File: src/rtl/core/hsv_to_rgb_converter_top_defines.svh
// ----------------------------------------------------------------------------
// hsv to rgb converter assertion macros
// concurrent assertion wrappers shared by the converter rtl
// ----------------------------------------------------------------------------
`ifndef HSV_TO_RGB_CONVERTER_TOP_DEFINES_SVH
`define HSV_TO_RGB_CONVERTER_TOP_DEFINES_SVH

// checked property, disabled while reset is low
`define HSV_ASSERT(lbl, clk, rst_n, prop, msg) \
    lbl: assert property (@(posedge clk) disable iff (!rst_n) prop) else $error(msg);

// checked property, live during reset too
`define HSV_ASSERT_ALWAYS(lbl, clk, prop, msg) \
    lbl: assert property (@(posedge clk) prop) else $error(msg);

`endif

File: src/rtl/core/hsv2rgb_pkg.sv
// ----------------------------------------------------------------------------
// hsv to rgb converter package
// fixed-point constants and sector codes of the converter
// ----------------------------------------------------------------------------
package hsv2rgb_pkg;

    typedef logic [2:0] t_sector;

    localparam t_sector SEC_R_Y = 3'd0;
    localparam t_sector SEC_Y_G = 3'd1;
    localparam t_sector SEC_G_C = 3'd2;
    localparam t_sector SEC_C_B = 3'd3;
    localparam t_sector SEC_B_M = 3'd4;
    localparam t_sector SEC_M_R = 3'd5;

    localparam logic [12:0] HUE_FULL     = 13'd5760;
    localparam logic [9:0]  SECTOR_SPAN  = 10'd960;
    localparam logic [7:0]  FRAC_ONE     = 8'd255;
    localparam logic [17:0] SECTOR_SCALE = 18'd244800;

    // sector scale = 64 * scale_div
    localparam int          SCALE_SHIFT  = 6;
    localparam logic [11:0] SCALE_DIV    = 12'd3825;

    localparam longint      P_RECIP_L    = (longint'(1) << 24) / 255;
    localparam logic [16:0] P_RECIP      = 17'(P_RECIP_L);
    localparam longint      Q_RECIP_L    = (longint'(1) << 32) / 3825;
    localparam logic [20:0] Q_RECIP      = 21'(Q_RECIP_L);

endpackage

File: src/rtl/core/hsv_to_rgb_converter_top.sv
// ----------------------------------------------------------------------------
// hsv to rgb converter
// structure: 8 register stages from input transaction to output valid
// throughput: one transaction per cycle while the output accepts; each stage has its own valid and
// advances whenever the stage after it is empty or moving
// reset: synchronous active low, clears the stage valid bits only
// ----------------------------------------------------------------------------
`include "hsv_to_rgb_converter_top_defines.svh"

module hsv_to_rgb_converter_top (
    input  logic        i_clk,
    input  logic        i_rst_n,
    input  logic        s_axis_tvalid,
    output logic        s_axis_tready,
    input  logic [31:0] s_axis_tdata,   // hue[12:0], saturation[20:13], brightness[28:21]
    output logic        m_axis_tvalid,
    input  logic        m_axis_tready,
    output logic [23:0] m_axis_tdata    // red[7:0], green[15:8], blue[23:16]
);
    import hsv2rgb_pkg::*;

    localparam int Stages = 8;

    logic [Stages-1:0] r_vld;
    logic [Stages-1:0] stage_en;

    // stage 1
    logic [12:0] r1_hue;
    logic [7:0]  r1_sat, r1_val;
    // stage 2
    t_sector     r2_sec;
    logic [9:0]  r2_rem;
    logic [7:0]  r2_sat, r2_val;
    // stage 3
    t_sector     r3_sec;
    logic [17:0] r3_a, r3_b;
    logic [15:0] r3_pm;
    logic [7:0]  r3_val;
    // stage 4
    t_sector     r4_sec;
    logic [17:0] r4_nq, r4_nt;
    logic [15:0] r4_pm;
    logic [7:0]  r4_pa, r4_val;
    // stage 5
    t_sector     r5_sec;
    logic [25:0] r5_mq, r5_mt;
    logic [7:0]  r5_p, r5_val;
    // stage 6
    t_sector     r6_sec;
    logic [19:0] r6_yq, r6_yt;
    logic [7:0]  r6_qq, r6_qt, r6_p, r6_val;
    // stage 7
    t_sector     r7_sec;
    logic [7:0]  r7_q, r7_t, r7_p, r7_val;
    // stage 8
    logic [7:0]  r_red, r_green, r_blue;

    logic [12:0] n1_hue;
    t_sector     n2_sec;
    logic [12:0] n2_base, n2_diff;
    logic [9:0]  n3_inv;
    logic [32:0] n4_pprod;
    logic [15:0] n5_pback, n5_pres;
    logic [7:0]  n5_p;
    logic [19:0] n6_yq, n6_yt;
    logic [40:0] n6_qprod, n6_tprod;
    logic [19:0] n7_qres, n7_tres;
    logic [7:0]  n7_q, n7_t;
    logic [7:0]  n_red, n_green, n_blue;

    always_comb begin
        stage_en[Stages-1] = !r_vld[Stages-1] || m_axis_tready;
        for (int k = Stages - 2; k >= 0; k--) begin
            stage_en[k] = !r_vld[k] || stage_en[k+1];
        end
    end

    assign s_axis_tready = stage_en[0];
    assign m_axis_tvalid = r_vld[Stages-1];
    assign m_axis_tdata  = {r_blue, r_green, r_red};

    always_ff @(posedge i_clk) begin
        if (!i_rst_n) begin
            r_vld <= '0;
        end else begin
            for (int k = 0; k < Stages; k++) begin
                if (stage_en[k]) begin
                    r_vld[k] <= (k == 0) ? s_axis_tvalid : r_vld[(k == 0) ? 0 : k - 1];
                end
            end
        end
    end

    // hue wrap
    always_comb begin
        if (s_axis_tdata[12:0] >= HUE_FULL) begin
            n1_hue = s_axis_tdata[12:0] - HUE_FULL;
        end else begin
            n1_hue = s_axis_tdata[12:0];
        end
    end

    // sector split
    always_comb begin
        if (r1_hue >= 13'(SECTOR_SPAN) * 13'd5) begin
            n2_sec  = SEC_M_R;
            n2_base = 13'(SECTOR_SPAN) * 13'd5;
        end else if (r1_hue >= 13'(SECTOR_SPAN) * 13'd4) begin
            n2_sec  = SEC_B_M;
            n2_base = 13'(SECTOR_SPAN) * 13'd4;
        end else if (r1_hue >= 13'(SECTOR_SPAN) * 13'd3) begin
            n2_sec  = SEC_C_B;
            n2_base = 13'(SECTOR_SPAN) * 13'd3;
        end else if (r1_hue >= 13'(SECTOR_SPAN) * 13'd2) begin
            n2_sec  = SEC_G_C;
            n2_base = 13'(SECTOR_SPAN) * 13'd2;
        end else if (r1_hue >= 13'(SECTOR_SPAN)) begin
            n2_sec  = SEC_Y_G;
            n2_base = 13'(SECTOR_SPAN);
        end else begin
            n2_sec  = SEC_R_Y;
            n2_base = 13'd0;
        end
        n2_diff = r1_hue - n2_base;
    end

    assign n3_inv   = SECTOR_SPAN - r2_rem;
    assign n4_pprod = 33'(r3_pm) * 33'(P_RECIP);

    // p = pm / 255, reciprocal estimate plus one correction
    assign n5_pback = 16'(r4_pa) * 16'(FRAC_ONE);
    assign n5_pres  = r4_pm - n5_pback;
    assign n5_p     = (n5_pres >= 16'(FRAC_ONE)) ? r4_pa + 8'd1 : r4_pa;

    // q, t = m / 244800 = (m >> 6) / 3825
    assign n6_yq    = r5_mq[25:SCALE_SHIFT];
    assign n6_yt    = r5_mt[25:SCALE_SHIFT];
    assign n6_qprod = 41'(n6_yq) * 41'(Q_RECIP);
    assign n6_tprod = 41'(n6_yt) * 41'(Q_RECIP);

    assign n7_qres  = r6_yq - 20'(r6_qq) * 20'(SCALE_DIV);
    assign n7_tres  = r6_yt - 20'(r6_qt) * 20'(SCALE_DIV);
    assign n7_q     = (n7_qres >= 20'(SCALE_DIV)) ? r6_qq + 8'd1 : r6_qq;
    assign n7_t     = (n7_tres >= 20'(SCALE_DIV)) ? r6_qt + 8'd1 : r6_qt;

    always_comb begin
        case (r7_sec)
            SEC_R_Y: begin
                n_red = r7_val; n_green = r7_t;   n_blue = r7_p;
            end
            SEC_Y_G: begin
                n_red = r7_q;   n_green = r7_val; n_blue = r7_p;
            end
            SEC_G_C: begin
                n_red = r7_p;   n_green = r7_val; n_blue = r7_t;
            end
            SEC_C_B: begin
                n_red = r7_p;   n_green = r7_q;   n_blue = r7_val;
            end
            SEC_B_M: begin
                n_red = r7_t;   n_green = r7_p;   n_blue = r7_val;
            end
            default: begin
                n_red = r7_val; n_green = r7_p;   n_blue = r7_q;
            end
        endcase
    end

    always_ff @(posedge i_clk) begin
        if (stage_en[0]) begin
            r1_hue <= n1_hue;
            r1_sat <= s_axis_tdata[20:13];
            r1_val <= s_axis_tdata[28:21];
        end
        if (stage_en[1]) begin
            r2_sec <= n2_sec;
            r2_rem <= n2_diff[9:0];
            r2_sat <= r1_sat;
            r2_val <= r1_val;
        end
        if (stage_en[2]) begin
            r3_sec <= r2_sec;
            r3_a   <= 18'(r2_rem) * 18'(r2_sat);
            r3_b   <= 18'(n3_inv) * 18'(r2_sat);
            r3_pm  <= 16'(r2_val) * 16'(FRAC_ONE - r2_sat);
            r3_val <= r2_val;
        end
        if (stage_en[3]) begin
            r4_sec <= r3_sec;
            r4_nq  <= SECTOR_SCALE - r3_a;
            r4_nt  <= SECTOR_SCALE - r3_b;
            r4_pm  <= r3_pm;
            r4_pa  <= n4_pprod[31:24];
            r4_val <= r3_val;
        end
        if (stage_en[4]) begin
            r5_sec <= r4_sec;
            r5_mq  <= 26'(r4_val) * 26'(r4_nq);
            r5_mt  <= 26'(r4_val) * 26'(r4_nt);
            r5_p   <= n5_p;
            r5_val <= r4_val;
        end
        if (stage_en[5]) begin
            r6_sec <= r5_sec;
            r6_yq  <= n6_yq;
            r6_yt  <= n6_yt;
            r6_qq  <= n6_qprod[39:32];
            r6_qt  <= n6_tprod[39:32];
            r6_p   <= r5_p;
            r6_val <= r5_val;
        end
        if (stage_en[6]) begin
            r7_sec <= r6_sec;
            r7_q   <= n7_q;
            r7_t   <= n7_t;
            r7_p   <= r6_p;
            r7_val <= r6_val;
        end
        if (stage_en[7]) begin
            r_red   <= n_red;
            r_green <= n_green;
            r_blue  <= n_blue;
        end
    end

    `HSV_ASSERT(a_sector_range, i_clk, i_rst_n, r_vld[1] |-> (r2_rem < SECTOR_SPAN && r2_sec <= SEC_M_R), "sector split out of range")
    `HSV_ASSERT(a_p_bound, i_clk, i_rst_n, r_vld[4] |-> (r5_p <= r5_val), "p exceeds value")
    `HSV_ASSERT(a_q_residual, i_clk, i_rst_n, r_vld[5] |-> (n7_qres < 20'(SCALE_DIV) * 20'd2 && n7_tres < 20'(SCALE_DIV) * 20'd2), "quotient estimate off by more than one")
    `HSV_ASSERT(a_ready_empty, i_clk, i_rst_n, !m_axis_tvalid |-> s_axis_tready, "input stalled with empty output")
    `HSV_ASSERT_ALWAYS(a_reset_clear, i_clk, !i_rst_n |=> !m_axis_tvalid, "output valid after reset")

endmodule

File: config.mk
export PLATFORM = sky130hd
export DESIGN_NAME = hsv_to_rgb_converter_top
export DESIGN_NICKNAME = d
export VERILOG_FILES = /design/src/rtl/core/hsv2rgb_pkg.sv /design/src/rtl/core/hsv_to_rgb_converter_top.sv
export VERILOG_INCLUDE_DIRS = /design/src /design/src/rtl/core
export SDC_FILE = /design/constraint.sdc
export NUM_CORES = 2
export LEC_CHECK = 0
export BUFFER_PORTS_ARGS = -buffer_cell sky130_fd_sc_hd__buf_2
export CORE_AREA = 2 2 330 332
export DETAILED_ROUTE_END_ITERATION = 12
export DIE_AREA = 0 0 332 334
export HOLD_SLACK_MARGIN = 0.12
export PLACE_DENSITY = 0.65
export SLEW_MARGIN = 20
export SYNTH_ARGS = -nofsm -noshare
export SYNTH_HDL_FRONTEND = slang
export SYNTH_SLANG_ARGS = --single-unit
File: constraint.sdc
create_clock -name i_clk -period 6.2 [get_ports i_clk]
set_input_delay 0.93 -clock i_clk [delete_from_list [all_inputs] [get_ports i_clk]]
set_output_delay 0.93 -clock i_clk [all_outputs]
set_load 0.05 [all_outputs]
; Word-level counts from Yosys, hierarchy flattened
; Cells that the tools add are included.
[totals]
regBits = 405
in_bits = 36
out_inout_bits = 26
elab_cells = 121
[op_classes]
n_addsub = 12
mul = 11
magnitude_cmp = 9
n_eq_ne = 4
n_mux = 16
n_reduce_logical = 22
[ops]
columns = cell, count
row1 = $mul 20x21->40 const B, 2
row2 = $pmux 8 s3, 3
row3 = $mul 8x18->26, 2
row4 = $mux 10, 5
row5 = $ge 20x12->1 const B, 2
row6 = $mul 8x12->20 const B, 2
row7 = $sub 20x20->20, 2
row8 = $mul 10x8->18, 2
row9 = $sub 18x18->18 const A, 2
row10 = $mul 16x17->32 const B, 1
row11 = $ge 13x12->1 const B, 2
row12 = $ge 13x13->1 const B, 2
row13 = $add 8x1->8 const B, 3
row14 = $mux 8, 3
row15 = $ge 16x8->1 const B, 1
row16 = $mul 8x8->16 const B, 1
row17 = $mul 9x9->16, 1
row18 = $sub 16x16->16, 1
row19 = $ge 13x10->1 const B, 1
row20 = $ge 13x11->1 const B, 1
row21 = $mux 13, 1
row22 = $sub 13x13->13 const B, 1
row23 = $reduce_or 2->1, 5
row24 = $sub 10x10->10, 1
row25 = 10 further kinds, 27

; Longest topological paths before layout
[logic_depth]
ltp_word = 9
depth_mapped = 23
ltp_nobuf = 23

; Worst setup path after synthesis
; OpenSTA, ideal clock, no wires.
[synth_path]
kind = register to register
start = register r5_mt[15]
end = register r6_qt[6], data pin
setup_ps = 257
arrival_time_ps = 5584
required_time_ps = 5943
slack_ps = 358
stages_incl_launch_ff = 22
path_buffers = 0
period_less_slack_ps = 5842
cell_sequence = edfxtp_1 -> inv_1 -> ha_1 -> inv_1 -> fa_1 -> inv_1 -> fa_1 -> fa_1 -> fa_1 -> inv_1 -> fa_1 -> fa_1 -> ha_1 -> a21o_1 -> a221oi_1 -> o221a_2 -> o2111ai_1 -> o211a_1 -> o21a_1 -> and2_1 -> o31a_1 -> xor2_1
[synth_between]
elab_chain_len = 1
[synth_rtl]
columns = element, line
row1 = from (decl), hsv_to_rgb_converter_top.sv:46  ; logic [25:0] r5_mq, r5_mt;
row2 = from (signal assigned), hsv_to_rgb_converter_top.sv:199  ; r5_mt <= 26'(r4_val) * 26'(r4_nt);
row3 = $mul 20x21->40, hsv_to_rgb_converter_top.sv:139  ; assign n6_tprod = 41'(n6_yt) * 41'(Q_RECIP);
row4 = named net n6_tprod[38], hsv_to_rgb_converter_top.sv:66  ; logic [40:0] n6_qprod, n6_tprod;
row5 = to (signal assigned), hsv_to_rgb_converter_top.sv:208  ; r6_qt <= n6_tprod[39:32];
row6 = to (decl), hsv_to_rgb_converter_top.sv:51  ; logic [7:0] r6_qq, r6_qt, r6_p, r6_val;
; The timed path passes the listed nets, and every way through them passes these cells.
; A chain may end at the register's enable or synchronous reset.

; Worst setup path after layout
; Same ends and word-level chain as after synthesis.

==> results.txt <==
----------------------------------------------------
[Clock network]
  Clock tree from TritonCTS ... done
  Clock transition time at the flip-flop clock pins of the worst setup and hold paths ... 0.06 ns
  Number of buffers inserted for hold repair after clock tree synthesis ... 0
  Maximum level of the CTS H-tree ... 2
  Maximum count of clock buffers along a single path ... 3
  Number of buffers created by CTS ... 48
  Clock tree sinks ... 391
  Library cell used as clock root buffer ... sky130_fd_sc_hd__clkbuf_16
  Clock latency of the later-clocked register in the worst-skew pair ... 0.62 ns

[Synth]
  Register bit total from synthesis ... 391
  Prevailing post-synth register cell ... sky130_fd_sc_hd__edfxtp_1
  Synthesized cell area ... 0.0480 sq mm
  Proportion of synthesized flip-flops having asynchronous set or reset ... 0
  Mean Syn Cell Area ... 10.5 sq um
  Sequential cell area fraction in the yosys report ... 0.243
  Number of warnings issued by yosys ... 0
  Net count of the mapped netlist ... 5990
  Synthesized instance count ... 4557
  Synth cell types ... 80
  Post-synth EDFFs ... 383

[Timing]
  Measured slew at the worst slew-check pin ... 1.02 ns
  Setup repair after global routing missed its margin ... no
  Setup clock skew after layout ... 0.0339 ns
  Final setup violation count ... 0
  Crit path time final ... 5.97 ns
  Sum of negative setup slack ... 0 ns
  Final count of hold timing violations ... 0
  Ratio of final minimum period to clock period ... 0.964
  Max transition margin ... 0.321
  Final number of max-transition violations ... 0
  Maximum frequency from static timing analysis ... 0.167 GHz

[Drt]
  Detailed-route via count ... 30477
  Residual antenna-violating net count after detailed routing ... 0
  Detailed-route wire length per cell ... 15.0 um
  DRC violations left ... 0
  Number of detailed-route iterations in the first pass ... 5
  Detail-routed via count per cell ... 4.98
  Starting DRT DRC Count ... 1487
  Total routed wirelength ... 92100 um

[GRT]
  Pin count of the biggest net entering global routing ... 71
  Vias in the first global route ... 32011
  First-pass GRT wire length ... 158000 um
  Initial antenna violation count ... 0
  Total track usage ... 0.173
  Leftover overflow at the end of global routing ... 0

[Status]
  Status ... finished, final reports clean

[Min path]
  Worst min-delay path endpoint ... r4_sec[1]$_DFFE_PP_
  Startpoint of the tightest hold check path ... r3_sec[1]$_DFFE_PP_
  Depth of the worst hold-timing path ... 0
  Path class of the lowest-slack min-delay path ... reg2reg

[Floorplanning]
  Floorplan die height ... 334 um
  Overall die area ... 0.111 sq mm
  Number of standard-cell rows in the floorplan ... 121
  Count of pins on the block boundary ... 62
  Initial cell density of the core ... 0.445
  Placeable core region ... 0.108 sq mm
  Die Width ... 332 um

[Worst setup path]
  Worst setup SP type ... flip-flop
  Worst Path Class, Setup ... reg2reg
  Required time of the worst setup path ... 6.57 ns
  Signal arrival time at the worst endpoint ... 6.35 ns
  Peak fanout along the critical path ... 3
  Worst Setup End Kind ... flip-flop
  Crit path largest cell delay ... 0.59 ns
  Worst reg2reg endpoint ... r6_qt[6]$_DFFE_PP_
  Ordered cell list for the critical path ... buf_4 -> ha_1 -> fa_1 -> inv_1 -> fa_1 -> fa_2 -> fa_1 -> fa_1 -> inv_1 -> fa_1 -> ha_4 -> a21o_1 -> a221oi_2 -> o221a_2 -> o2111ai_2 -> o211a_1 -> o21a_1 -> and2_1 -> o31a_1 -> xor2_1
  Worst reg2reg startpoint ... r5_mt[15]$_DFFE_PP_
  Standard cell with the maximum stage delay on the critical path ... sky130_fd_sc_hd__fa_2
  Depth of the worst register-to-register path ... 20
  Reg2Reg Setup Slack ... 0.23 ns
  Top cell by count, worst path ... sky130_fd_sc_hd__fa_1

[Cells and area]
  Final design utilization ... 0.483
  Area grow syn2layout ... 8.35%
  Ratio of cells with drive above 1 in the final layout ... 0.0597
  Total of fill cells in the finished design ... 9823
  Antenna Cells ... 0
  # nets final ... 6105

[Placed design]
  Routability Congestion ... 0.852
  Final HPWL from detailed placement ... 75900 um
  Input/output buffers ... 58

[Flow run]
  Max-cap violation count ... 0

----------------------------------------------------
==> placed cells by master (no fill, tap or decap), types with 13 or more instances in the layout <==
cell                        netlist  layout
sky130_fd_sc_hd__nand4_1         23      23
sky130_fd_sc_hd__xnor2_1        115     114
sky130_fd_sc_hd__inv_1          999     997
sky130_fd_sc_hd__nand2_1        338     336
sky130_fd_sc_hd__o21ai_0        100      99
sky130_fd_sc_hd__buf_4            0      88
sky130_fd_sc_hd__nand2b_1        39      39
sky130_fd_sc_hd__mux2i_1         29      29
sky130_fd_sc_hd__or3_1           19      19
sky130_fd_sc_hd__a21o_1          51      51
sky130_fd_sc_hd__clkbuf_16        0      49
sky130_fd_sc_hd__nand3_1         37      37
sky130_fd_sc_hd__and3_1          18      18
sky130_fd_sc_hd__nor3_1          48      48
sky130_fd_sc_hd__buf_2            1      58
sky130_fd_sc_hd__xor2_1          67      67
sky130_fd_sc_hd__ha_1           787     785
sky130_fd_sc_hd__fa_1           610     609
sky130_fd_sc_hd__nor2_1         119     118
sky130_fd_sc_hd__mux2_2          13      13
sky130_fd_sc_hd__and2_1         217     217
sky130_fd_sc_hd__edfxtp_1       383     383
sky130_fd_sc_hd__a211oi_1        28      27
sky130_fd_sc_hd__or2_2           14      14
sky130_fd_sc_hd__a21oi_1        121     120
sky130_fd_sc_hd__nor2b_1         71      71
sky130_fd_sc_hd__o21a_1          30      30
==> worst max path at each step <==
stage	start	endpoint
after floorplan	r5_mt[15]$_DFFE_PP_	r6_qt[6]$_DFFE_PP_
after global placement	r5_mt[15]$_DFFE_PP_	r6_qt[6]$_DFFE_PP_
after detailed placement	r5_mt[15]$_DFFE_PP_	r6_qt[6]$_DFFE_PP_
after CTS	r5_mt[15]$_DFFE_PP_	r6_qt[6]$_DFFE_PP_
after global routing	r5_mt[15]$_DFFE_PP_	r6_qt[6]$_DFFE_PP_
final	r5_mt[15]$_DFFE_PP_	r6_qt[6]$_DFFE_PP_
==> logic make-up (layout without fill, tap and decap cells) <==
group | count (synthesis) | after routing | share of synthesized area
simple gates | 991 | 991 | 0.105
xor+xnor | 182 | 182 | 0.0332
buf+inv | 1080 | 1232 | 0.0846
compound gates | 474 | 474 | 0.0653
mux | 42 | 42 | 0.00909
fa+ha+maj | 1397 | 1397 | 0.459
flops | 391 | 391 | 0.243
==> final cells by class <==
cell class	count	area, sq um	share of cell area
multi-input cells	3086	32400	0.622
flip-flops and latches	391	11700	0.224
inverters	999	3750	0.0721
well taps	1414	1770	0.0340
clock buffers	58	1260	0.0242
repair buffers	146	951	0.0183
clock inverters	29	260	0.00500
==> synthesized netlist by cell type (39+ instances only) <==
master | number | share of area
sky130_fd_sc_hd__nor3_1 | 48 | 0.0050
sky130_fd_sc_hd__o21ai_0 | 100 | 0.010
sky130_fd_sc_hd__nand2_1 | 338 | 0.026
sky130_fd_sc_hd__nand2b_1 | 39 | 0.0051
sky130_fd_sc_hd__fa_1 | 610 | 0.25
sky130_fd_sc_hd__nor2_1 | 119 | 0.0093
sky130_fd_sc_hd__ha_1 | 787 | 0.21
sky130_fd_sc_hd__xor2_1 | 67 | 0.012
sky130_fd_sc_hd__clkbuf_1 | 71 | 0.0056
sky130_fd_sc_hd__a21oi_1 | 121 | 0.013
sky130_fd_sc_hd__and2_1 | 217 | 0.028
sky130_fd_sc_hd__xnor2_1 | 115 | 0.021
sky130_fd_sc_hd__edfxtp_1 | 383 | 0.24
sky130_fd_sc_hd__a21o_1 | 51 | 0.0080
sky130_fd_sc_hd__inv_1 | 999 | 0.078
sky130_fd_sc_hd__nor2b_1 | 71 | 0.0093
==> critical path: cells and delay by family, from the launching register on <==
family,cells,cell delay (ns)
adder cells (fa/ha/maj),8,3.13
XOR/XNOR,1,0.14
buffers and inverters,3,0.31
AND/OR/NAND/NOR,1,0.19
AO/OA/AOI/OAI,7,1.54
flip-flops,1,0.41
==> through the flow <==
step | cell area [sq um] | cells | setup slack (ns) | hold WS [ns]
2_1_floorplan | 48000 | 4557 | 0.358 | 0.400
3_3_place_gp | 50400 | 6033 | 0.127 | 0.400
3_5_place_dp | 50400 | 6033 | 0.104 | 0.405
4_1_cts | 51900 | 6120 | 0.0787 | 0.398
5_1_grt | 52000 | 6123 | 0.00554 | 0.419
6_report | 52000 | 6123 | 0.226 | 0.396
==> routing by layer <==
layer  GRT usage  up-vias  wire length, um
li1            -    15030                -
met1       0.232    14846            42500
met2       0.294      481            43900
met3      0.0231      120             3470
met4      0.0451        0             2280
met5           0        -                0
==> timing repair <==
action,in CTS,in global routing
setup endpoints to repair,0,9
setup buffers,0,3
resized for setup,0,12
==> registers in the layout (all words and copies together) (netlist names), 16 cells and up <==
name	count
r5_mq	20
r3_pm	16
r4_pm	16
r4_nt	17
r3_a	18
r6_yq	20
r6_yt	20
r5_mt	20
r3_b	17
r4_nq	18
Power is left out: the tool's default activity adds up to more than one toggle a clock period on the data nets, which glitch-free logic cannot reach.
